$ cat config.mk
export PLATFORM = sky130hd
export DESIGN_NAME = uart_receiver_parity_resync_top
export DESIGN_NICKNAME = d
export VERILOG_FILES = /design/src/rtl/urpr_pkg.sv /design/src/rtl/urpr_rx_core.sv /design/src/rtl/uart_receiver_parity_resync_top.sv
export SDC_FILE = /design/constraint.sdc
export NUM_CORES = 1
export LEC_CHECK = 0
export BUFFER_PORTS_ARGS = -buffer_cell sky130_fd_sc_hd__buf_4
export CAP_MARGIN = 20
export CORE_MARGIN = 2
export CORE_UTILIZATION = 32
export DETAILED_ROUTE_END_ITERATION = 6
export REMOVE_ABC_BUFFERS = 1
export SYNTH_ARGS = -nofsm -noshare
export SYNTH_HDL_FRONTEND = slang
export SYNTH_HIERARCHICAL = 1
export SYNTH_SLANG_ARGS = --single-unit
$ cat constraint.sdc
create_clock -name aclk -period 3.15 [get_ports aclk]
set_input_delay 0.315 -clock aclk [delete_from_list [all_inputs] [get_ports aclk]]
set_output_delay 0.315 -clock aclk [all_outputs]
set_load 0.01 [all_outputs]
$ cat src/rtl/urpr_pkg.sv
// Shared types and constants for the UART receiver with parity and edge resync.
`timescale 1ns / 1ps

package urpr_pkg;

    localparam int BIT_PERIOD_W = 16;
    localparam int DATA_BITS_W  = 4;
    localparam int CFG_DATA_W   = 16;
    localparam int CFG_INDEX_W  = 2;
    localparam int BITS_TAKEN_W = 4;
    localparam int BYTE_W       = 8;
    localparam int EVENT_W      = 2;

    localparam logic [BIT_PERIOD_W-1:0] BIT_PERIOD_RST    = 16'd5208;
    localparam logic [DATA_BITS_W-1:0]  DATA_BITS_RST     = 4'd8;
    localparam logic                    PARITY_ENABLE_RST = 1'b0;
    localparam logic [DATA_BITS_W-1:0]  MIN_DATA_BITS     = 4'd5;

    // Configuration register indexes
    localparam logic [CFG_INDEX_W-1:0] REG_BIT_PERIOD    = 2'd0;
    localparam logic [CFG_INDEX_W-1:0] REG_DATA_BITS     = 2'd1;
    localparam logic [CFG_INDEX_W-1:0] REG_PARITY_ENABLE = 2'd2;

    // Result event codes
    localparam logic [EVENT_W-1:0] EV_NONE       = 2'd0;
    localparam logic [EVENT_W-1:0] EV_BYTE       = 2'd1;
    localparam logic [EVENT_W-1:0] EV_PARITY_ERR = 2'd2;
    localparam logic [EVENT_W-1:0] EV_FRAME_ERR  = 2'd3;

    typedef enum logic [2:0] {
        PH_IDLE   = 3'd0,
        PH_DATA   = 3'd1,
        PH_PARITY = 3'd2,
        PH_STOP   = 3'd3,
        PH_HALT   = 3'd4
    } phase_t;

    typedef struct packed {
        logic [BIT_PERIOD_W-1:0] bit_period;
        logic [DATA_BITS_W-1:0]  data_bits;
        logic                    parity_enable;
    } cfg_t;

    typedef struct packed {
        logic line_level;
        logic resume;
    } in_req_t;

    typedef struct packed {
        logic [EVENT_W-1:0] event_code;
        logic [BYTE_W-1:0]  rx_byte;
    } out_req_t;

endpackage

$ cat src/rtl/urpr_rx_core.sv
// Frame state machine: bit timing, data shift, parity and stop checks.
`timescale 1ns / 1ps

module urpr_rx_core #(
    parameter int MAX_DATA_BITS = 8,
    parameter int COUNT_WIDTH   = 17
) (
    input  logic               aclk,
    input  logic               aresetn,
    input  logic               fire,
    input  urpr_pkg::in_req_t  req,
    input  urpr_pkg::cfg_t     cfg,
    output urpr_pkg::out_req_t result
);

    localparam int LOAD_W = (COUNT_WIDTH > urpr_pkg::BIT_PERIOD_W + 1) ?
                            COUNT_WIDTH : urpr_pkg::BIT_PERIOD_W + 1;
    localparam logic [LOAD_W-1:0] CNT_MAX = LOAD_W'({COUNT_WIDTH{1'b1}});
    localparam logic [urpr_pkg::DATA_BITS_W-1:0] MAX_BITS =
        urpr_pkg::DATA_BITS_W'(MAX_DATA_BITS);

    urpr_pkg::phase_t                     phase_reg, phase_next;
    logic                                 last_level_reg, last_level_next;
    logic [COUNT_WIDTH-1:0]               cnt_reg, cnt_next;
    logic [MAX_DATA_BITS-1:0]             shift_reg, shift_next;
    logic [urpr_pkg::BITS_TAKEN_W-1:0]    bits_reg, bits_next;

    logic [COUNT_WIDTH-1:0]               cnt_dec;
    logic [LOAD_W-1:0]                    resync_sum;
    logic [LOAD_W-1:0]                    period_ext;
    logic [COUNT_WIDTH-1:0]               resync_load;
    logic [COUNT_WIDTH-1:0]               period_load;
    logic [urpr_pkg::DATA_BITS_W-1:0]     eff_bits;
    logic                                 line_edge;
    logic                                 take;
    logic [MAX_DATA_BITS-1:0]             shift_set;
    logic [urpr_pkg::BITS_TAKEN_W-1:0]    bits_inc;
    logic                                 parity_acc;

    // Timing, data-width, shift and parity helpers
    always_comb begin
        cnt_dec     = (cnt_reg != '0) ? cnt_reg - 1'b1 : '0;
        resync_sum  = LOAD_W'(cfg.bit_period) + LOAD_W'(cfg.bit_period >> 1);
        period_ext  = LOAD_W'(cfg.bit_period);
        resync_load = (resync_sum > CNT_MAX) ? {COUNT_WIDTH{1'b1}}
                                             : resync_sum[COUNT_WIDTH-1:0];
        period_load = (period_ext > CNT_MAX) ? {COUNT_WIDTH{1'b1}}
                                             : period_ext[COUNT_WIDTH-1:0];
        line_edge   = req.line_level != last_level_reg;
        take        = line_edge || (cnt_dec == '0);

        if (cfg.data_bits < urpr_pkg::MIN_DATA_BITS) begin
            eff_bits = urpr_pkg::MIN_DATA_BITS;
        end else if (cfg.data_bits > MAX_BITS) begin
            eff_bits = MAX_BITS;
        end else begin
            eff_bits = cfg.data_bits;
        end

        shift_set = shift_reg;
        for (int i = 0; i < MAX_DATA_BITS; i++) begin
            if (req.line_level && (bits_reg == urpr_pkg::BITS_TAKEN_W'(i))) begin
                shift_set[i] = 1'b1;
            end
        end
        bits_inc = bits_reg + 1'b1;

        parity_acc = 1'b0;
        for (int i = 0; i < MAX_DATA_BITS; i++) begin
            if (urpr_pkg::DATA_BITS_W'(i) < eff_bits) begin
                parity_acc = parity_acc ^ shift_reg[i];
            end
        end
    end

    // Next state and result
    always_comb begin
        phase_next        = phase_reg;
        last_level_next   = req.line_level;
        cnt_next          = cnt_dec;
        shift_next        = shift_reg;
        bits_next         = bits_reg;
        result.event_code = urpr_pkg::EV_NONE;
        result.rx_byte    = '0;

        case (phase_reg)
            urpr_pkg::PH_IDLE: begin
                if (!req.line_level) begin
                    cnt_next   = resync_load;
                    phase_next = urpr_pkg::PH_DATA;
                    shift_next = '0;
                    bits_next  = '0;
                end
            end
            urpr_pkg::PH_DATA: begin
                if (take) begin
                    cnt_next   = line_edge ? resync_load : period_load;
                    shift_next = shift_set;
                    bits_next  = bits_inc;
                    if (bits_inc >= eff_bits) begin
                        if (cfg.parity_enable) begin
                            phase_next = urpr_pkg::PH_PARITY;
                        end else begin
                            result.event_code = urpr_pkg::EV_BYTE;
                            result.rx_byte    = urpr_pkg::BYTE_W'(shift_set);
                            phase_next        = urpr_pkg::PH_STOP;
                        end
                    end
                end
            end
            urpr_pkg::PH_PARITY: begin
                if (take) begin
                    cnt_next = line_edge ? resync_load : period_load;
                    if (parity_acc ^ req.line_level) begin
                        result.event_code = urpr_pkg::EV_BYTE;
                        result.rx_byte    = urpr_pkg::BYTE_W'(shift_reg);
                    end else begin
                        result.event_code = urpr_pkg::EV_PARITY_ERR;
                    end
                    phase_next = urpr_pkg::PH_STOP;
                end
            end
            urpr_pkg::PH_STOP: begin
                if (take) begin
                    if (req.line_level) begin
                        phase_next = urpr_pkg::PH_IDLE;
                    end else begin
                        result.event_code = urpr_pkg::EV_FRAME_ERR;
                        phase_next        = urpr_pkg::PH_HALT;
                    end
                end
            end
            default: begin
                phase_next = req.resume ? urpr_pkg::PH_IDLE : urpr_pkg::PH_HALT;
            end
        endcase
    end

    always_ff @(posedge aclk) begin
        if (!aresetn) begin
            phase_reg      <= urpr_pkg::PH_IDLE;
            last_level_reg <= 1'b1;
            cnt_reg        <= '0;
            shift_reg      <= '0;
            bits_reg       <= '0;
        end else if (fire) begin
            phase_reg      <= phase_next;
            last_level_reg <= last_level_next;
            cnt_reg        <= cnt_next;
            shift_reg      <= shift_next;
            bits_reg       <= bits_next;
        end
    end

`ifndef NO_ASSERTIONS
    a_frame_err_halts: assert property (@(posedge aclk) disable iff (!aresetn)
        fire && (result.event_code == urpr_pkg::EV_FRAME_ERR)
        |=> phase_reg == urpr_pkg::PH_HALT)
        else $error("framing error did not halt the receiver");

    a_bits_bounded: assert property (@(posedge aclk) disable iff (!aresetn)
        bits_reg <= MAX_BITS)
        else $error("bit count ran past the data width");

    a_idle_quiet: assert property (@(posedge aclk) disable iff (!aresetn)
        fire && (phase_reg == urpr_pkg::PH_IDLE)
        |-> result.event_code == urpr_pkg::EV_NONE)
        else $error("event reported while awaiting a start bit");
`endif

endmodule

$ cat src/rtl/uart_receiver_parity_resync_top.sv
// Top level of the UART receiver with parity check and edge resync.
`timescale 1ns / 1ps

// Channel   Direction  Handshake          Payload
// s_req     in         s_valid / s_ready  line_level, resume (one line sample)
// m_req     out        m_valid / m_ready  event_code, rx_byte (one per sample)
// cfg       in         cfg_wr_en          cfg_index, cfg_wr_data (no wait)
//
// Each accepted sample yields one result request; one sample per cycle while s_ready.
// A sample is decoded in the cycle it is accepted; its result is registered.
// The result side has a two-entry buffer (output plus skid), so s_ready is a
// register and one more sample can be accepted into skid after m_ready drops.
// Reset (aresetn low, synchronous) returns to awaiting a start bit, line idle high.

module uart_receiver_parity_resync_top #(
    parameter int MAX_DATA_BITS = 8,
    parameter int COUNT_WIDTH   = 17
) (
    input  logic                                aclk,
    input  logic                                aresetn,
    input  logic                                s_valid,
    output logic                                s_ready,
    input  urpr_pkg::in_req_t                   s_req,
    output logic                                m_valid,
    input  logic                                m_ready,
    output urpr_pkg::out_req_t                  m_req,
    input  logic                                cfg_wr_en,
    input  logic [urpr_pkg::CFG_INDEX_W-1:0]    cfg_index,
    input  logic [urpr_pkg::CFG_DATA_W-1:0]     cfg_wr_data
);

    urpr_pkg::cfg_t     cfg_reg;
    urpr_pkg::out_req_t core_result;
    urpr_pkg::out_req_t main_reg, main_next;
    urpr_pkg::out_req_t skid_reg, skid_next;
    logic               main_valid_reg, main_valid_next;
    logic               skid_valid_reg, skid_valid_next;
    logic               s_fire;

    // Configuration registers: take a write whenever the enable is high
    always_ff @(posedge aclk) begin
        if (!aresetn) begin
            cfg_reg.bit_period    <= urpr_pkg::BIT_PERIOD_RST;
            cfg_reg.data_bits     <= urpr_pkg::DATA_BITS_RST;
            cfg_reg.parity_enable <= urpr_pkg::PARITY_ENABLE_RST;
        end else if (cfg_wr_en) begin
            case (cfg_index)
                urpr_pkg::REG_BIT_PERIOD: begin
                    cfg_reg.bit_period <= cfg_wr_data[urpr_pkg::BIT_PERIOD_W-1:0];
                end
                urpr_pkg::REG_DATA_BITS: begin
                    cfg_reg.data_bits <= cfg_wr_data[urpr_pkg::DATA_BITS_W-1:0];
                end
                urpr_pkg::REG_PARITY_ENABLE: begin
                    cfg_reg.parity_enable <= cfg_wr_data[0];
                end
                default: begin
                    // drop writes to unknown indexes
                end
            endcase
        end
    end

    // Accept a sample whenever the skid entry is free
    assign s_ready = !skid_valid_reg;
    assign s_fire  = s_valid && s_ready;

    urpr_rx_core #(
        .MAX_DATA_BITS (MAX_DATA_BITS),
        .COUNT_WIDTH   (COUNT_WIDTH)
    ) u_core (
        .aclk    (aclk),
        .aresetn (aresetn),
        .fire    (s_fire),
        .req     (s_req),
        .cfg     (cfg_reg),
        .result  (core_result)
    );

    // Output buffer: refill the output entry from skid first, else from the core;
    // park a new result in skid while the output entry is stalled.
    always_comb begin
        main_next       = main_reg;
        main_valid_next = main_valid_reg;
        skid_next       = skid_reg;
        skid_valid_next = skid_valid_reg;
        if (!main_valid_reg || m_ready) begin
            if (skid_valid_reg) begin
                main_next       = skid_reg;
                main_valid_next = 1'b1;
                skid_valid_next = 1'b0;
            end else begin
                main_next       = core_result;
                main_valid_next = s_fire;
            end
        end else if (s_fire) begin
            skid_next       = core_result;
            skid_valid_next = 1'b1;
        end
    end

    always_ff @(posedge aclk) begin
        if (!aresetn) begin
            main_valid_reg <= 1'b0;
            skid_valid_reg <= 1'b0;
        end else begin
            main_valid_reg <= main_valid_next;
            skid_valid_reg <= skid_valid_next;
        end
    end

    // Payload holds need no reset
    always_ff @(posedge aclk) begin
        main_reg <= main_next;
        skid_reg <= skid_next;
    end

    assign m_valid = main_valid_reg;
    assign m_req   = main_reg;

`ifndef NO_ASSERTIONS
    a_skid_behind_main: assert property (@(posedge aclk) disable iff (!aresetn)
        skid_valid_reg |-> main_valid_reg)
        else $error("skid entry holds a result with the output entry empty");

    a_stall_parks: assert property (@(posedge aclk) disable iff (!aresetn)
        main_valid_reg && !m_ready && s_fire |=> skid_valid_reg)
        else $error("result lost while the output was stalled");
`endif

endmodule
==> summary.md <==
| Metric | Value |
|---|---|
| CP peak stage delay | 0.39 ns |
| Required time of the critical path | 3.25 ns |
| Die height | 129 um |
| Gr usage total | 0.155 |
| Worst hold stages | 3 |
| Setup WS post-layout | 0.146 ns |
| Most common cell after layout, fill and taps aside | nand2_1 |
| Total core area | 0.0153 mm^2 |
| Setup violation total in the final timing report | 0 |
| Top FF cell, synth | dfxtp_1 |
| Post-synth top area cell | dfxtp_1 |
| First-pass GRT wire length | 20700 um |
| Measured slew at the worst slew-check pin | 0.586 ns |
| Share of layout cells above drive strength 1 | 0.182 |
| Initial antenna violation count | 0 |
| Vias in the first global route | 4205 |
| Final period demand of the worst path | 3.00 ns |
| H-tree depth | 3 |
| Placed cells | 823 |
| Hold Fails Final Rpt | 0 |
| Seq/Total Area, Yosys | 0.342 |
| TritonRoute pass-1 iters | 5 |
| Sum Neg Setup Slack | 0 ns |
| Skew-Pair Late Insertion Delay | 0.35 ns |
| Layout Cells excl Fill | 842 |
| Die area | 0.0168 mm^2 |
| Post-DP Area | 0.00553 mm^2 |
| Crit path cell chain | inv_1 > ha_1 > nor4b_1 > nand4b_1 > xnor2_1 > buf_4 > nor4_4 > a211o_1 > and3_2 > a31oi_1 > nor2_1 > mux2_2 |
| Worst-path maximum fanout | 6 |
| Critical path type | reg -> reg |
| RSZ-0062 raised after global routing | no |
| CTS tree | built |
| Mapped Avg Cell Area | 8.51 um^2 |
| FF+latch count, synth | 76 |
| Via count | 4428 |
| Fin crit share | 0.954 |
| Post-synth top area share | 0.223 |
| Area Growth Syn to Fin | 17.1% |
| Synth Cell Area | 0.00504 mm^2 |
| Gpl congestion | 0.903 |
| Fill cell count | 1565 |
| Setup crit end kind | flop |
| Diode count | 0 |
| Ys Warns | 6 |
| CTS sink cnt | 76 |
| Most frequent cells in the layout | nand2_1, dfxtp_1, buf_4 |
| Leakage power | 2.34 nW |
| Crit path DAT | 3.11 ns |
| Initial Utilization | 0.329 |
| Post-DR vias/cell | 5.26 |
| Design area | 0.00590 mm^2 |
| Layout Skew | 0.00453 ns |
| Hpwl dp | 9060 um |
| Fmax achieved | 333 MHz |
| CP Launch Type | flop |
| Die Wd | 129 um |
| Row Count | 45 |
| Max transition margin | 0.609 |
| Largest net degree at the start of global routing | 36 |
| Worst hold path type | in -> reg |
| Routed len/inst | 15.0 um |
| Syn Inst Count | 592 |
| # DRC | 0 |
| Max FFs per register | 21 |
| I/O Buffers | 36 |
| Dpl ws | 0.0652 ns |
| Synth top area cells | dfxtp_1, edfxtp_1, ha_1, nand2_1, mux2i_1 |
| GR Overflow Total | 0 |
| Final Core Density | 0.385 |
| Post-layout net count | 678 |
| Worst IR drop on VDD | 0.000283 V |
| Post-synth EDFFs | 20 |
| P per Cell Area | 486 mW/mm^2 |
| Cell at the slowest stage of the critical path | nor4b_1 |
| MaxCap Viol Count | 0 |
| Slew Viols, Final | 0 |
| Root Buffer | clkbuf_16 |
| Async set or reset register ratio after synthesis | 0 |
| Num CTS Buffers | 9 |
| Area of the multi-input gates | 0.00311 mm^2 |
| Register Area | 0.00172 mm^2 |
| IO Pins | 37 |
| CTS Buffer Depth | 2 |
| Total wire length | 12600 um |
| Synth cell types | 75 |
| Drt first-iter violations | 341 |
| FF-to-FF path depth | 12 |
| Status | complete, no violations |
| Routed Antenna Nets | 0 |
| Clk slew on worst S/H paths | 0.07 ns |
## what timing repair did
| action | in CTS | in global routing |
|---|---|---|
| hold buffers | 0 | 0 |
| gates resized for setup | 0 | 9 |
| setup buffers | 0 | 3 |
| endpoints found under the setup margin | 0 | 25 |
## worst paths after layout
check                                               startpoint                              to  slack [ns]
worst max-delay path            u_core/cnt_reg[1]$_SDFFE_PN0P_              m_req[2]$_DFFE_PP_        0.15
worst min register to register         cfg_reg[5]$_SDFFE_PN0P_  u_core/cnt_reg[0]$_SDFFE_PN0P_        0.49
worst max register to register  u_core/cnt_reg[1]$_SDFFE_PN0P_              m_req[2]$_DFFE_PP_        0.15
worst min-delay path                            cfg_wr_data[8]        cfg_reg[13]$_SDFFE_PN0P_        0.21
## kinds of logic (layout without fill, tap and decap cells)
logic type,count (synthesis),count (layout),synth area share
AO/OA/AOI/OAI,137,137,0.177
XOR/XNOR,27,27,0.0470
adder cells (fa/ha/maj),27,27,0.0686
buffers and inverters,54,93,0.0504
flip-flops,76,76,0.342
multiplexers,32,32,0.0663
AND/OR/NAND/NOR,239,239,0.249
## Yosys cell counts (3+ instances only)
| cell | n |
|---|---|
| mux2_2 | 11 |
| o21a_1 | 9 |
| ha_1 | 26 |
| o21ai_0 | 33 |
| nand4_1 | 7 |
| nand2_1 | 82 |
| or4bb_2 | 3 |
| o21ai_1 | 11 |
| and3_1 | 6 |
| a211oi_1 | 9 |
| clkbuf_1 | 20 |
| xnor2_1 | 17 |
| nor2b_1 | 8 |
| a31oi_1 | 15 |
| xor2_1 | 10 |
| a41oi_1 | 3 |
| dfxtp_1 | 56 |
| mux2i_1 | 21 |
| nor2_1 | 47 |
| edfxtp_1 | 20 |
| buf_1 | 3 |
| nand3_1 | 18 |
| a21o_1 | 5 |
| o211ai_1 | 4 |
| nor4_1 | 6 |
| nand2b_1 | 7 |
| inv_1 | 20 |
| nor3b_1 | 7 |
| a21oi_1 | 24 |
| and2_1 | 3 |
| buf_6 | 4 |
| nor3_1 | 18 |
| or2_2 | 4 |
## per-stage QoR
step / hold WS (ns) / power (mW)
CTS: 0.205 / 2.83
finish: 0.212 / 2.87
global placement: 0.477 / 1.75
floorplan: 0.377 / 1.55
global route: 0.209 / 3.00
detailed placement: 0.477 / 1.76
## power breakdown
part | switching (mW) | internal [mW]
logic | 0.385 | 0.305
clock network | 0.501 | 0.568
registers | 0.0655 | 1.05
## final cells by class
| type | count | area share |
|---|---|---|
| flip-flops and latches | 76 | 0.292 |
| clock inverters | 7 | 0.0125 |
| inverters | 21 | 0.0134 |
| multi-input cells | 462 | 0.528 |
| well taps | 211 | 0.0448 |
| repair buffers | 56 | 0.0713 |
| clock buffers | 9 | 0.0382 |
## per-layer routing
metal  share of wire  track usage
met5               0            0
met4           0.014       0.0531
met3           0.041       0.0293
met2            0.47        0.254
met1            0.48        0.204
## worst max-delay path, delay by kind of cell (launching register included)
| family | cells | cell delay, ns |
|---|---|---|
| flip-flops | 1 | 0.35 |
| multiplexers | 1 | 0.26 |
| AND/OR/NAND/NOR | 5 | 0.91 |
| adder cells (fa/ha/maj) | 1 | 0.20 |
| buffers and inverters | 2 | 0.24 |
| XOR/XNOR | 1 | 0.25 |
| AO/OA/AOI/OAI | 2 | 0.53 |
Power figures use the tool's default switching activity.
